File: src/rtl/core/ring_neighbour_ticket_arbiter_defines.svh
// Assertion macros for the ring seat arbiter.
`ifndef RING_NEIGHBOUR_TICKET_ARBITER_DEFINES_SVH
`define RING_NEIGHBOUR_TICKET_ARBITER_DEFINES_SVH

`ifndef ASSERT_OFF

// Check a property on every rising clock edge outside reset.
`define RNTA_ASSERT(name, clk, rst, prop, msg) \
   name: assert property (@(posedge clk) disable iff (rst) (prop)) else $error(msg);

// Check that a condition is followed by another in the next cycle.
`define RNTA_ASSERT_NEXT(name, clk, rst, ante, cons, msg) \
   name: assert property (@(posedge clk) disable iff (rst) (ante) |=> (cons)) else $error(msg);

`else

`define RNTA_ASSERT(name, clk, rst, prop, msg)
`define RNTA_ASSERT_NEXT(name, clk, rst, ante, cons, msg)

`endif

`endif

File: src/rtl/core/rnta_pkg.sv
`timescale 1ns / 1ps

package rnta_pkg;

   // Field widths fixed by the channel definitions
   localparam int SEAT_IO_W = 4;
   localparam int CFG_W     = 5;
   localparam int TICKET_W  = 32;

   // Defaults and reset values
   localparam int DEF_MAX_SEATS = 16;
   localparam logic [CFG_W-1:0] RESET_SEATS = CFG_W'(5);

   // Command queue depth between front and back
   localparam int Q_DEPTH = 2;

   // Operation codes
   localparam logic OP_REQUEST = 1'b0;
   localparam logic OP_RELEASE = 1'b1;

   // Back-end sequencer states
   typedef enum logic [2:0] {
      ST_IDLE,
      ST_REQ_EVAL,
      ST_REL_LEFT,
      ST_REL_RIGHT,
      ST_REL_EMIT
   } state_type;

   // One grant transaction on the result channel
   typedef struct packed {
      logic [SEAT_IO_W-1:0] granted_seat;
      logic                 last;
   } rsp_type;

   // A neighbour's ticket is older when the wrapped difference is negative
   function automatic logic older(input logic [TICKET_W-1:0] nb,
                                  input logic [TICKET_W-1:0] mine);
      logic [TICKET_W-1:0] diff;
      diff = nb - mine;
      return diff[TICKET_W-1];
   endfunction

endpackage

File: src/rtl/core/rnta_queue.sv
`timescale 1ns / 1ps

module rnta_queue
   import rnta_pkg::*;
#(
   parameter int DATA_W = 8
) (
   input  logic              clock,
   input  logic              reset,
   input  logic              push,
   input  logic [DATA_W-1:0] push_data,
   output logic              full,
   input  logic              pop,
   output logic              not_empty,
   output logic [DATA_W-1:0] head_data
);

   localparam int PTR_W = (Q_DEPTH > 1) ? $clog2(Q_DEPTH) : 1;
   localparam int CNT_W = $clog2(Q_DEPTH + 1);

   logic [DATA_W-1:0] slot_ff [Q_DEPTH];
   logic [PTR_W-1:0]  wr_ptr_ff, wr_ptr_in;
   logic [PTR_W-1:0]  rd_ptr_ff, rd_ptr_in;
   logic [CNT_W-1:0]  count_ff, count_in;
   logic              do_push;
   logic              do_pop;

   assign full      = (count_ff == CNT_W'(Q_DEPTH));
   assign not_empty = (count_ff != '0);
   assign head_data = slot_ff[rd_ptr_ff];
   assign do_push   = push && !full;
   assign do_pop    = pop && not_empty;

   // Advance pointers with wrap at the queue depth
   always_comb begin
      wr_ptr_in = wr_ptr_ff;
      rd_ptr_in = rd_ptr_ff;
      count_in  = count_ff;
      if (do_push) begin
         wr_ptr_in = (wr_ptr_ff == PTR_W'(Q_DEPTH - 1)) ? '0 : wr_ptr_ff + PTR_W'(1);
      end
      if (do_pop) begin
         rd_ptr_in = (rd_ptr_ff == PTR_W'(Q_DEPTH - 1)) ? '0 : rd_ptr_ff + PTR_W'(1);
      end
      if (do_push && !do_pop) begin
         count_in = count_ff + CNT_W'(1);
      end else if (do_pop && !do_push) begin
         count_in = count_ff - CNT_W'(1);
      end
   end

   always_ff @(posedge clock) begin
      if (reset) begin
         wr_ptr_ff <= '0;
         rd_ptr_ff <= '0;
         count_ff  <= '0;
      end else begin
         wr_ptr_ff <= wr_ptr_in;
         rd_ptr_ff <= rd_ptr_in;
         count_ff  <= count_in;
      end
   end

   // Store the pushed command
   always_ff @(posedge clock) begin
      if (do_push) begin
         slot_ff[wr_ptr_ff] <= push_data;
      end
   end

endmodule

File: src/rtl/core/rnta_front.sv
`timescale 1ns / 1ps

module rnta_front
   import rnta_pkg::*;
#(
   parameter int MAX_SEATS = DEF_MAX_SEATS,
   parameter int SEAT_W    = $clog2(MAX_SEATS),
   parameter int CMD_W     = 1 + 5 * SEAT_W
) (
   input  logic                 req_start,
   input  logic                 req_op,
   input  logic [SEAT_IO_W-1:0] req_seat,
   input  logic [CFG_W-1:0]     seats_in_use,
   input  logic                 q_full,
   output logic                 q_push,
   output logic [CMD_W-1:0]     q_cmd
);

   localparam int RING_RAW = $clog2(MAX_SEATS + 1);
   localparam int RING_W   = (RING_RAW > CFG_W) ? RING_RAW : CFG_W;

   logic [RING_W-1:0] cfg_ext;
   logic [RING_W-1:0] ring_n;
   logic [RING_W-1:0] seat_ext;
   logic [RING_W-1:0] left_ext;
   logic [RING_W-1:0] left2_ext;
   logic [RING_W-1:0] right_ext;
   logic [RING_W-1:0] right2_ext;
   logic              in_range;

   // Clamp the ring size to between two and the seats that exist
   assign cfg_ext = RING_W'(seats_in_use);
   always_comb begin
      if (cfg_ext < RING_W'(2)) begin
         ring_n = RING_W'(2);
      end else if (cfg_ext > RING_W'(MAX_SEATS)) begin
         ring_n = RING_W'(MAX_SEATS);
      end else begin
         ring_n = cfg_ext;
      end
   end

   // Drop seats off the ring; find both neighbours and theirs
   assign seat_ext   = RING_W'(req_seat);
   assign in_range   = (seat_ext < ring_n);
   assign left_ext   = (seat_ext == '0) ? ring_n - RING_W'(1) : seat_ext - RING_W'(1);
   assign left2_ext  = (left_ext == '0) ? ring_n - RING_W'(1) : left_ext - RING_W'(1);
   assign right_ext  = (seat_ext == ring_n - RING_W'(1)) ? '0 : seat_ext + RING_W'(1);
   assign right2_ext = (right_ext == ring_n - RING_W'(1)) ? '0 : right_ext + RING_W'(1);

   assign q_push = req_start && !q_full && in_range;
   assign q_cmd  = {req_op, SEAT_W'(seat_ext), SEAT_W'(left_ext), SEAT_W'(left2_ext),
                    SEAT_W'(right_ext), SEAT_W'(right2_ext)};

endmodule

File: src/rtl/core/rnta_back.sv
`timescale 1ns / 1ps
`include "ring_neighbour_ticket_arbiter_defines.svh"

module rnta_back
   import rnta_pkg::*;
#(
   parameter int MAX_SEATS = DEF_MAX_SEATS,
   parameter int SEAT_W    = $clog2(MAX_SEATS),
   parameter int CMD_W     = 1 + 5 * SEAT_W
) (
   input  logic             clock,
   input  logic             reset,
   input  logic             q_valid,
   input  logic [CMD_W-1:0] q_cmd,
   output logic             q_pop,
   output logic             rsp_valid,
   output rsp_type          rsp
);

   state_type state_ff, state_in;

   // Queue head fields
   logic              h_op;
   logic [SEAT_W-1:0] h_seat, h_left, h_left2, h_right, h_right2;

   // Command held while it is carried out
   logic [SEAT_W-1:0] cmd_seat_ff, cmd_left_ff, cmd_left2_ff, cmd_right_ff, cmd_right2_ff;

   // Seat phases: one hungry and one eating bit per seat
   logic [MAX_SEATS-1:0] hungry_ff;
   logic [MAX_SEATS-1:0] eating_ff;

   // Ticket store; entries are only compared once the seat is hungry
   logic [TICKET_W-1:0] ticket_mem [MAX_SEATS];
   logic [TICKET_W-1:0] rd_a_ff, rd_b_ff;
   logic [SEAT_W-1:0]   rd_addr_a, rd_addr_b;
   logic                mem_we;
   logic [TICKET_W-1:0] counter_ff;
   logic [TICKET_W-1:0] ticket_ff;

   // Phase update controls
   logic [SEAT_W-1:0] ph_idx;
   logic              ph_mark_hungry, ph_drop_eating, ph_grant;

   logic pend_left_ff, pend_set, pend_clr;
   logic start_req, start_rel;
   logic ok_req, ok_left, ok_right;

   logic              out_fire, out_last;
   logic [SEAT_W-1:0] out_idx;
   logic              rsp_valid_ff;
   logic [SEAT_W-1:0] rsp_seat_ff;
   logic              rsp_last_ff;

   // Unpack the queue head
   assign h_right2 = q_cmd[SEAT_W-1:0];
   assign h_right  = q_cmd[2*SEAT_W-1:SEAT_W];
   assign h_left2  = q_cmd[3*SEAT_W-1:2*SEAT_W];
   assign h_left   = q_cmd[4*SEAT_W-1:3*SEAT_W];
   assign h_seat   = q_cmd[5*SEAT_W-1:4*SEAT_W];
   assign h_op     = q_cmd[5*SEAT_W];

   // Classify the head against the current seat phase
   assign start_req = q_valid && (h_op == OP_REQUEST) && !hungry_ff[h_seat]
                      && !eating_ff[h_seat];
   assign start_rel = q_valid && (h_op == OP_RELEASE) && eating_ff[h_seat];

   // Grant checks; the released seat is thinking and never blocks
   assign ok_req = !eating_ff[cmd_left_ff] && !eating_ff[cmd_right_ff]
                   && !(hungry_ff[cmd_left_ff] && older(rd_a_ff, ticket_ff))
                   && !(hungry_ff[cmd_right_ff] && older(rd_b_ff, ticket_ff));
   assign ok_left = hungry_ff[cmd_left_ff] && !eating_ff[cmd_left2_ff]
                    && !(hungry_ff[cmd_left2_ff] && older(rd_b_ff, rd_a_ff));
   assign ok_right = hungry_ff[cmd_right_ff] && !eating_ff[cmd_right2_ff]
                     && !(hungry_ff[cmd_right2_ff] && older(rd_b_ff, rd_a_ff));

   // Next state
   always_comb begin
      state_in = state_ff;
      unique case (state_ff)
         ST_IDLE: begin
            if (start_req) begin
               state_in = ST_REQ_EVAL;
            end else if (start_rel) begin
               state_in = ST_REL_LEFT;
            end
         end
         ST_REQ_EVAL:  state_in = ST_IDLE;
         ST_REL_LEFT:  state_in = ST_REL_RIGHT;
         ST_REL_RIGHT: state_in = (pend_left_ff && ok_right) ? ST_REL_EMIT : ST_IDLE;
         ST_REL_EMIT:  state_in = ST_IDLE;
         default:      state_in = ST_IDLE;
      endcase
   end

   // Sequencer outputs
   always_comb begin
      q_pop          = 1'b0;
      rd_addr_a      = cmd_right_ff;
      rd_addr_b      = cmd_right2_ff;
      mem_we         = 1'b0;
      ph_idx         = cmd_seat_ff;
      ph_mark_hungry = 1'b0;
      ph_drop_eating = 1'b0;
      ph_grant       = 1'b0;
      pend_set       = 1'b0;
      pend_clr       = 1'b0;
      out_fire       = 1'b0;
      out_idx        = cmd_right_ff;
      out_last       = 1'b1;
      unique case (state_ff)
         ST_IDLE: begin
            q_pop          = q_valid;
            rd_addr_a      = h_left;
            rd_addr_b      = (h_op == OP_RELEASE) ? h_left2 : h_right;
            mem_we         = start_req;
            ph_idx         = h_seat;
            ph_mark_hungry = start_req;
            ph_drop_eating = start_rel;
         end
         ST_REQ_EVAL: begin
            ph_idx   = cmd_seat_ff;
            ph_grant = ok_req;
            out_fire = ok_req;
            out_idx  = cmd_seat_ff;
         end
         ST_REL_LEFT: begin
            ph_idx   = cmd_left_ff;
            ph_grant = ok_left;
            pend_set = ok_left;
         end
         ST_REL_RIGHT: begin
            ph_idx   = cmd_right_ff;
            ph_grant = ok_right;
            pend_clr = 1'b1;
            if (pend_left_ff) begin
               out_fire = 1'b1;
               out_idx  = cmd_left_ff;
               out_last = !ok_right;
            end else begin
               out_fire = ok_right;
            end
         end
         ST_REL_EMIT: begin
            out_fire = 1'b1;
         end
         default: begin
            out_fire = 1'b0;
         end
      endcase
   end

   // Control registers
   always_ff @(posedge clock) begin
      if (reset) begin
         state_ff     <= ST_IDLE;
         hungry_ff    <= '0;
         eating_ff    <= '0;
         counter_ff   <= '0;
         pend_left_ff <= 1'b0;
         rsp_valid_ff <= 1'b0;
      end else begin
         state_ff     <= state_in;
         rsp_valid_ff <= out_fire;
         if (ph_mark_hungry) begin
            hungry_ff[ph_idx] <= 1'b1;
         end
         if (ph_drop_eating) begin
            eating_ff[ph_idx] <= 1'b0;
         end
         if (ph_grant) begin
            hungry_ff[ph_idx] <= 1'b0;
            eating_ff[ph_idx] <= 1'b1;
         end
         if (start_req && state_ff == ST_IDLE) begin
            counter_ff <= counter_ff + TICKET_W'(1);
         end
         if (pend_set) begin
            pend_left_ff <= 1'b1;
         end else if (pend_clr) begin
            pend_left_ff <= 1'b0;
         end
      end
   end

   // Hold the command and the new ticket
   always_ff @(posedge clock) begin
      if (q_pop) begin
         cmd_seat_ff   <= h_seat;
         cmd_left_ff   <= h_left;
         cmd_left2_ff  <= h_left2;
         cmd_right_ff  <= h_right;
         cmd_right2_ff <= h_right2;
         ticket_ff     <= counter_ff;
      end
      rsp_seat_ff <= out_idx;
      rsp_last_ff <= out_last;
   end

   // Ticket memory: one write port, two registered read ports
   always_ff @(posedge clock) begin
      if (mem_we) begin
         ticket_mem[h_seat] <= counter_ff;
      end
      rd_a_ff <= ticket_mem[rd_addr_a];
      rd_b_ff <= ticket_mem[rd_addr_b];
   end

   assign rsp_valid         = rsp_valid_ff;
   assign rsp.granted_seat  = SEAT_IO_W'(rsp_seat_ff);
   assign rsp.last          = rsp_last_ff;

   `RNTA_ASSERT(a_phase_exclusive, clock, reset, (hungry_ff & eating_ff) == '0, "seat hungry and eating")
   `RNTA_ASSERT(a_grant_eats, clock, reset, !rsp_valid_ff || eating_ff[rsp_seat_ff], "granted seat not eating")
   `RNTA_ASSERT(a_pend_in_right, clock, reset, !pend_left_ff || state_ff == ST_REL_RIGHT, "left grant pending off sequence")
   `RNTA_ASSERT(a_ticket_step, clock, reset, state_ff != ST_REQ_EVAL || counter_ff == ticket_ff + TICKET_W'(1), "ticket counter out of step")
   `RNTA_ASSERT_NEXT(a_emit_last, clock, reset, state_ff == ST_REL_EMIT, rsp_valid_ff && rsp_last_ff, "second grant not last")

endmodule

File: src/rtl/core/ring_neighbour_ticket_arbiter.sv
`timescale 1ns / 1ps

// Ticket arbiter for seats on a ring; neighbouring seats never eat together.
// Request channel: drive req_op (request or release) and req_seat with
// req_start; the transaction is taken on an edge where req_busy is low.
// Transactions for seats off the ring, requests from seats that are not
// thinking and releases from seats that are not eating are taken and dropped.
// Each grant appears for one cycle on rsp_granted_seat with rsp_strobe high;
// rsp_last marks the final grant of a transaction. There is no back-pressure:
// the receiver must take every strobe.
// A grant is registered before it strobes. The back sequencer holds one
// command at a time: a dropped command leaves in the idle state, a request
// goes on to the evaluation state, a release to the left and right check
// states and, when both neighbours are granted, an emit state. Each check
// uses two reads of the ticket memory.
// A two-entry command queue takes new transactions while the back works.
// csr_data sets the ring size; csr_ready is always high; write it only idle.
// Synchronous reset: all seats thinking, ticket counter zero, ring size five,
// queue empty. No clearing pass is needed after reset.

module ring_neighbour_ticket_arbiter
   import rnta_pkg::*;
#(
   parameter int MAX_SEATS = DEF_MAX_SEATS
) (
   input  logic                 clock,
   input  logic                 reset,
   input  logic                 req_start,
   output logic                 req_busy,
   input  logic                 req_op,
   input  logic [SEAT_IO_W-1:0] req_seat,
   output logic                 rsp_strobe,
   output logic [SEAT_IO_W-1:0] rsp_granted_seat,
   output logic                 rsp_last,
   input  logic                 csr_valid,
   output logic                 csr_ready,
   input  logic [CFG_W-1:0]     csr_data
);

   localparam int SEAT_W = (MAX_SEATS > 1) ? $clog2(MAX_SEATS) : 1;
   localparam int CMD_W  = 1 + 5 * SEAT_W;

   logic [CFG_W-1:0] seats_in_use_ff;
   logic             q_push, q_full, q_pop, q_valid;
   logic [CMD_W-1:0] push_cmd, head_cmd;
   rsp_type          rsp;

   // Hold the ring size register
   assign csr_ready = 1'b1;
   always_ff @(posedge clock) begin
      if (reset) begin
         seats_in_use_ff <= RESET_SEATS;
      end else if (csr_valid && csr_ready) begin
         seats_in_use_ff <= csr_data;
      end
   end

   assign req_busy = q_full;

   rnta_front #(
      .MAX_SEATS (MAX_SEATS),
      .SEAT_W    (SEAT_W),
      .CMD_W     (CMD_W)
   ) u_front (
      .req_start    (req_start),
      .req_op       (req_op),
      .req_seat     (req_seat),
      .seats_in_use (seats_in_use_ff),
      .q_full       (q_full),
      .q_push       (q_push),
      .q_cmd        (push_cmd)
   );

   rnta_queue #(
      .DATA_W (CMD_W)
   ) u_queue (
      .clock     (clock),
      .reset     (reset),
      .push      (q_push),
      .push_data (push_cmd),
      .full      (q_full),
      .pop       (q_pop),
      .not_empty (q_valid),
      .head_data (head_cmd)
   );

   rnta_back #(
      .MAX_SEATS (MAX_SEATS),
      .SEAT_W    (SEAT_W),
      .CMD_W     (CMD_W)
   ) u_back (
      .clock     (clock),
      .reset     (reset),
      .q_valid   (q_valid),
      .q_cmd     (head_cmd),
      .q_pop     (q_pop),
      .rsp_valid (rsp_strobe),
      .rsp       (rsp)
   );

   assign rsp_granted_seat = rsp.granted_seat;
   assign rsp_last         = rsp.last;

endmodule
File: config.mk
export PLATFORM = sky130hd
export DESIGN_NAME = ring_neighbour_ticket_arbiter
export DESIGN_NICKNAME = d
export VERILOG_FILES = /design/src/rtl/core/rnta_pkg.sv /design/src/rtl/core/rnta_queue.sv /design/src/rtl/core/rnta_front.sv /design/src/rtl/core/rnta_back.sv /design/src/rtl/core/ring_neighbour_ticket_arbiter.sv
export VERILOG_INCLUDE_DIRS = /design/src /design/src/rtl/core
export SDC_FILE = /design/constraint.sdc
export NUM_CORES = 2
export LEC_CHECK = 0
export ABC_CLOCK_PERIOD_IN_PS = 4480
export BUFFER_PORTS_ARGS = -buffer_cell sky130_fd_sc_hd__buf_2
export CAP_MARGIN = 20
export CORE_ASPECT_RATIO = 0.7
export CORE_MARGIN = 3
export CORE_UTILIZATION = 40
export CTS_CLUSTER_SIZE = 12
export DETAILED_ROUTE_END_ITERATION = 10
export PLACE_DENSITY = 0.61
export SLEW_MARGIN = 25
export SYNTH_ARGS = -nofsm -noshare
export SYNTH_HDL_FRONTEND = slang
export SYNTH_SLANG_ARGS = --single-unit
File: constraint.sdc
create_clock -name clock -period 4.48 [get_ports clock]
set_clock_uncertainty 0.2 [all_clocks]
set_input_delay 0.672 -clock clock [delete_from_list [all_inputs] [get_ports clock]]
set_output_delay 0.672 -clock clock [all_outputs]
set_load 0.02 [all_outputs]
**Word-level counts from Yosys, hierarchy flattened**

Memories as Yosys holds them, arrays and structs flattened. A register that Yosys moved wholly into a read port is not among the register bits.
Cells that the tools add are included.

- Flip-flop bits (word level): 135
- Latch bits: 0
- RAM bits: 554
- ROM bits: 0
- Input bits: 14
- Output and inout port bits: 8
- Logic and storage cells: 167
- Memories: 2

- Add/subtract/negate cells: 13
- Multipliers: 0
- Divide/modulo/power cells: 0
- $lt $le $gt $ge: 10
- Equality and inequality tests: 8
- Shift operators: 0
- Muxes and demuxes: 64
- Bitwise gates (word level): 6
- Reduce and logical (&&, ||, !) cells: 46

Memory list:

| name | depth | width | rd ports | clocked after memory_dff | write ports | line | source |
|---|---|---|---|---|---|---|---|
| u_back.ticket_mem | 16 | 32 | 2 | 2 | 1 | rnta_back.sv:34 | `logic [TICKET_W-1:0] ticket_mem [MAX_SEATS];` |
| u_queue.slot_ff | 2 | 21 | 1 | 1 | 1 | rnta_queue.sv:21 | `logic [DATA_W-1:0] slot_ff [Q_DEPTH];` |

Operators by type and width:

| kind | number |
|---|---|
| $mux W16 | 6 |
| $sub A32 B32 Y32 | 3 |
| $bmux W1 S4 | 10 |
| $add A32 B1 Y32 const B | 1 |
| $and A16 B16 Y16 | 2 |
| $or A16 B16 Y16 | 2 |
| $lt A4 B5 Y1 const B | 6 |
| $mux W1 | 27 |
| $logic_and A1 B1 Y1 | 25 |
| $mux W4 | 6 |
| $mux W5 | 4 |
| $not A16 Y16 | 1 |
| $logic_not A1 Y1 | 14 |
| $pmux W4 S3 | 1 |
| $logic_not A5 Y1 | 2 |
| $mux W3 | 3 |
| $pmux W3 S3 | 1 |
| $pmux W4 S2 | 1 |
| $eq A3 B2 Y1 const B | 2 |
| $pmux W1 S3 | 2 |
| $reduce_bool A2 Y1 | 3 |
| $add A4 B1 Y5 const B | 1 |
| $eq A4 B5 Y1 | 1 |
| $eq A5 B5 Y1 | 1 |
| other kinds (20) | 22 |

**Longest topological paths before layout**

- Word-level depth: 12
- Gate-level depth with buffers: 14
- Mapped depth without buffers: 13

**Cells and area by module**

From an unflattened synthesis, not the netlist that was laid out.

- Cells, all modules: 2294
- Area total of the unflattened synthesis: 35993.3 µm²

Modules (own cells, without submodules):

| module | instances | cells an instance | area an instance (µm²) | sequential area each (µm²) |
|---|---|---|---|---|
| rnta_back | 1 | 2064 | 33115.5 | 19698.9 |
| rnta_queue | 1 | 90 | 1727.9 | 1361.3 |
| rnta_front | 1 | 122 | 955.9 | 0.0 |
| ring_neighbour_ticket_arbiter | 1 | 18 | 193.9 | 100.1 |

**Worst setup path before layout**

No wires, ideal clock.

- Path kind: register to register
- From: reg u_back.state_ff[2]
- To: reg u_queue.count_ff[1]
- Library setup time: 0.070 ns
- Arrival: 4.200 ns
- Data required time: 4.210 ns
- Slack: 0.009 ns
- Stages on the path, launching flop included: 9
- Buffers on the path: 1
- Period minus slack after synthesis: 4.471 ns
- Cells stage by stage: dfxtp_1 clkbuf_1 nor2_1 nand2_1 nor2_1 inv_1 ha_1 or3_1 a21oi_1

- Longest elaborated chain between the ends: 6
- Elaborated cells on any way between the ends: 8
- Classes of those cells: 2 x mux; 6 x reduce/logical

Ends and longest elaborated chain:

| element | line | source |
|---|---|---|
| from (decl) | rnta_back.sv:20 | `state_type state_ff, state_in;` |
| from (signal assigned) | rnta_back.sv:163 | `state_ff <= state_in;` |
| $logic_not A3 Y1 * | rnta_back.sv:111 | `unique case (state_ff)` |
| $mux W1 * | rnta_back.sv:111 |  |
| net q_pop | ring_neighbour_ticket_arbiter.sv:44 | `logic q_push, q_full, q_pop, q_valid;` |
| $logic_and A1 B1 Y1 * | rnta_queue.sv:32 | `assign do_pop = pop && not_empty;` |
| $logic_not A1 Y1 | rnta_queue.sv:45 | `if (do_push && !do_pop) begin` |
| $logic_and A1 B1 Y1 | rnta_queue.sv:45 |  |
| $mux W2 / $reduce_bool A2 Y1 (equally long branches) | n/a |  |
| to (signal assigned) | rnta_queue.sv:60 | `count_ff <= count_in;` |
| to (decl) | rnta_queue.sv:24 | `logic [CNT_W-1:0] count_ff, count_in;` |

The timed path passes the listed nets; every way through them passes the cells marked *.
A chain may end at the register's enable or synchronous reset.

**Worst setup path in the final report**

- From: reg u_back.rd_a_ff[16], read port of u_back.ticket_mem
- To: reg u_back.hungry_ff[9]

- Longest elaborated chain between the ends: 7
- Elaborated cells on any way between the ends: 14
- Classes of those cells: 2 x add/sub; 2 x mux; 10 x reduce/logical

Ends and longest elaborated chain:

| element | line | source |
|---|---|---|
| from (decl) | rnta_back.sv:35 | `logic [TICKET_W-1:0] rd_a_ff, rd_b_ff;` |
| $sub A32 B32 Y32 | rnta_pkg.sv:40 | `diff = nb - mine;` |
| $logic_and A1 B1 Y1 | rnta_back.sv:70 | `&& !(hungry_ff[cmd_left_ff] && older(rd_a_ff, ticket_ff))` |
| $logic_not A1 Y1 | rnta_back.sv:70 |  |
| $logic_and A1 B1 Y1 | rnta_back.sv:70 |  |
| $logic_and A1 B1 Y1 | rnta_back.sv:71 | `&& !(hungry_ff[cmd_right_ff] && older(rd_b_ff, ticket_ff));` |
| $pmux W1 S3 * | rnta_back.sv:111 |  |
| $mux W16 * | rnta_back.sv:171 | `if (ph_grant) begin` |
| to (signal assigned) | rnta_back.sv:157 | `hungry_ff <= '0;` |
| to (signal, indexed assignment) | rnta_back.sv:166 | `hungry_ff[ph_idx] <= 1'b1;` |
| to (signal, indexed assignment) | rnta_back.sv:172 | `hungry_ff[ph_idx] <= 1'b0;` |
| to (decl) | rnta_back.sv:30 | `logic [MAX_SEATS-1:0] hungry_ff;` |

Mark *: on every way between the ends. The rest lies on a longest branch, timed or not.

==> results_dict.tcl <==
set metrics [dict create \
    status "complete, no violations" \
    synth_edf_count 606 \
    cts_root_buf "clkbuf_16" \
    hold_viol 0 \
    avgRoutedWirePerCell_um 26.0 \
    viasPerCell 6.02 \
    fin_util 0.456 \
    clk_path_buf_depth 3 \
    leakagePower_nw 14.3 \
    drive_gt1_frac 0.183 \
    antenna_cells 0 \
    grt-ovfl-total 0 \
    routed.top_layer "met5" \
    drtPass1Iterations 5 \
    synthArstFlopShare 0 \
    track_usage 0.212 \
    grt_pass1_wl_mm 151 \
    ys_warn_count 0 \
    antenna_found_initial 3 \
    synth_cell_types 71 \
    slew_violations 0 \
    fillers 7933 \
    die_w_um 367 \
    yosys.area.top_type "edfxtp_1" \
    gp_congestion 0.900 \
    met2_length_mm 42.7 \
    synth_area_um2 36500 \
    reg2reg_from "u_back.rd_a_ff[16]" \
    worst-path-max-fanout 24 \
    placementRows 92 \
    cts_max_level 3 \
    reg2reg_slack_ns 0.22 \
    ios 22 \
    final_cell_mix "edfxtp_1, nand2_1, mux4_2" \
    drcViolationCount 0 \
    hpwl_mm 63.3 \
    cts-hold-fix-buffers 0 \
    crit_chain "inv_1 > ha_1 > a21oi_1 > o21ai_0 > a221oi_1 > buf_4 > o22ai_1 > a31o_2 > a2111oi_0 > nor4b_1 > nor3_2 > buf_4 > o221a_2" \
    setup_viol_count_final 0 \
    min_period_ns 4.26 \
    ant_nets 0 \
    holdPathStages 1 \
    drv_cap 0 \
    fin_nets 2752 \
    final_common_cell "edfxtp_1" \
    start_util 0.404 \
    clkTransAtPathRegs_ns 0.06 \
    synth_top_area_share 0.499 \
    crit_top_cell "buf_4" \
    clkSinkCount 754 \
    crit_required_ns 4.85 \
    wl_met3_mm 10.7 \
    path_buf_inv 3 \
    post_cts_buffers 0 \
    cts_made_buffers 77 \
    hp-class "in2reg" \
    wl_mm 102 \
    synthCells 2597 \
    clk-insertion-delay-late_ns 0.63 \
    rsz0062_at_grt "false" \
    min_to "u_queue.slot_ff[0][20]" \
    synth_area_per_cell_um2 14.1 \
    yosysSeqAreaShare 0.580 \
    timing.final.crit_share 0.950 \
    fmax_ghz 0.235 \
    die_y_um 259 \
    peakVddDrop_v 0.000437 \
    endpoint_kind "flop" \
    grt_max_degree 69 \
    fin_setup_tns_ns 0 \
    maxSlewHeadroom 0.293 \
    ys_ff_latch 754 \
    cts_tree "yes" \
    initialDrtViolationCount 2747 \
    p_per_area_nw_per_um2 666 \
    max_stage_delay_ns 0.63 \
    reg2reg_depth 13 \
    max_slew.worst_pin.slew_ns 1.06 \
    synthToLayoutAreaGrowth_pct 12.7 \
    via_count 23600 \
    core_um2 90200 \
    start_kind "flop" \
    crit_type "reg2reg" \
    synth_area_leaders "edfxtp_1, mux4_2, dfxtp_1, mux2i_1, ha_1" \
    min_from "req_op" \
    synth-main-ff-cell "edfxtp_1" \
    cp_slowest_cell "a221oi_1" \
    cpLargestDelayFamily "compound AO/OA/AOI/OAI gates" \
    cts.repair.resized 0 \
    grt_pass1_vias 23400 \
    dieArea_um2 95000 \
    met1_length_mm 45.8 \
    numPortBuffers 20 \
    cp.arrival_ns 4.63 \
    syn_nets 2713 \
    rr_endpoint "u_back.hungry_ff[9]" \
]
-- flip-flops by register name, indices dropped and copies added (netlist names), 3 cells and up, named ones only --
signal / count
seats_in_use_ff: 5
u_back.cmd_left2_ff: 4
u_back.cmd_left_ff: 4
u_back.cmd_right2_ff: 4
u_back.cmd_right_ff: 4
u_back.cmd_seat_ff: 4
u_back.counter_ff: 32
u_back.eating_ff: 16
u_back.hungry_ff: 16
u_back.rd_a_ff: 32
u_back.rd_b_ff: 32
u_back.rsp_seat_ff: 4
u_back.state_ff: 3
u_back.ticket_ff: 32
u_back.ticket_mem: 512
u_queue.slot_ff: 42
-- kinds of logic after synthesis --
logic type / count (synthesis) / share of synthesized area
compound gates: 479 / 0.0885
xor+xnor: 51 / 0.0122
fa+ha+maj: 102 / 0.0350
buf+inv: 255 / 0.0298
flops: 754 / 0.580
mux: 405 / 0.180
other cells: 1 / 0.000103
simple gates: 550 / 0.0742
-- how the worst max path moves through the flow --
stage / startpoint / to / slack, ns / cells past startpoint
after floorplan: u_back.state_ff[2] / u_queue.count_ff[1] / 0.009 / 8
after global placement: u_back.rd_a_ff[16] / u_back.hungry_ff[9] / 0.52 / 13
after detailed placement: u_back.rd_a_ff[16] / u_back.eating_ff[1] / 0.46 / 13
after CTS: u_back.rd_a_ff[16] / u_back.hungry_ff[10] / 0.43 / 13
after global routing: u_back.rd_a_ff[21] / u_back.hungry_ff[9] / 0.13 / 12
final: u_back.rd_a_ff[16] / u_back.hungry_ff[9] / 0.22 / 13
-- Yosys cell counts, drive strengths merged, types with 46 or more instances --
| library cell | n |
|---|---|
| inv | 88 |
| and2 | 77 |
| a211oi | 136 |
| buf | 76 |
| clkbuf | 91 |
| nor2 | 110 |
| dfxtp | 148 |
| mux4 | 200 |
| ha | 102 |
| edfxtp | 606 |
| o21ai | 46 |
| a21oi | 130 |
| mux2i | 186 |
| nand2 | 201 |
| nor2b | 49 |
-- per-layer routing --
metal,GRT usage,up-vias
met5,0.00607,-
met4,0.0606,6
met3,0.0562,203
met2,0.302,1148
met1,0.316,12000
li1,-,10200
-- layout make-up --
class | count | area (um^2) | share of cell area
flip-flops and latches | 754 | 21200 | 0.514
clock inverters | 11 | 128 | 0.00310
clock buffers | 127 | 2260 | 0.0549
inverters | 88 | 330 | 0.00803
multi-input cells | 1588 | 14500 | 0.352
well taps | 1222 | 1530 | 0.0372
repair buffers | 127 | 1240 | 0.0302
-- per-stage QoR --
stage               setup WS (ns)  total power, W  instances  hold WS [ns]  cell area (um^2)
floorplan                 0.00944          0.0172       2597         0.249             36500
global placement            0.524          0.0209       3779         0.273             38700
detailed placement          0.463          0.0211       3779         0.288             38700
CTS                         0.425          0.0274       3917        0.0334             41100
global route                0.127          0.0288       3917        0.0533             41100
finish                      0.222          0.0274       3917        0.0680             41100
-- worst reg2reg max path, cell delays in order (launching register included) --
cell	delay, ns
dfxtp_1	0.33
inv_1	0.05
ha_1	0.28
a21oi_1	0.21
o21ai_0	0.18
a221oi_1	0.63
buf_4	0.23
o22ai_1	0.12
a31o_2	0.25
a2111oi_0	0.45
nor4b_1	0.18
nor3_2	0.45
buf_4	0.39
o221a_2	0.25
-- power by group --
| group | internal (W) | switching [W] | leakage, nW |
|---|---|---|---|
| registers | 0.00842 | 0.000789 | 6.86 |
| clock network | 0.00360 | 0.00264 | 1.15 |
| logic | 0.00508 | 0.00689 | 6.32 |
| total | 0.0171 | 0.0103 | 14.3 |
Note: power is estimated with default switching activity, not from simulation.
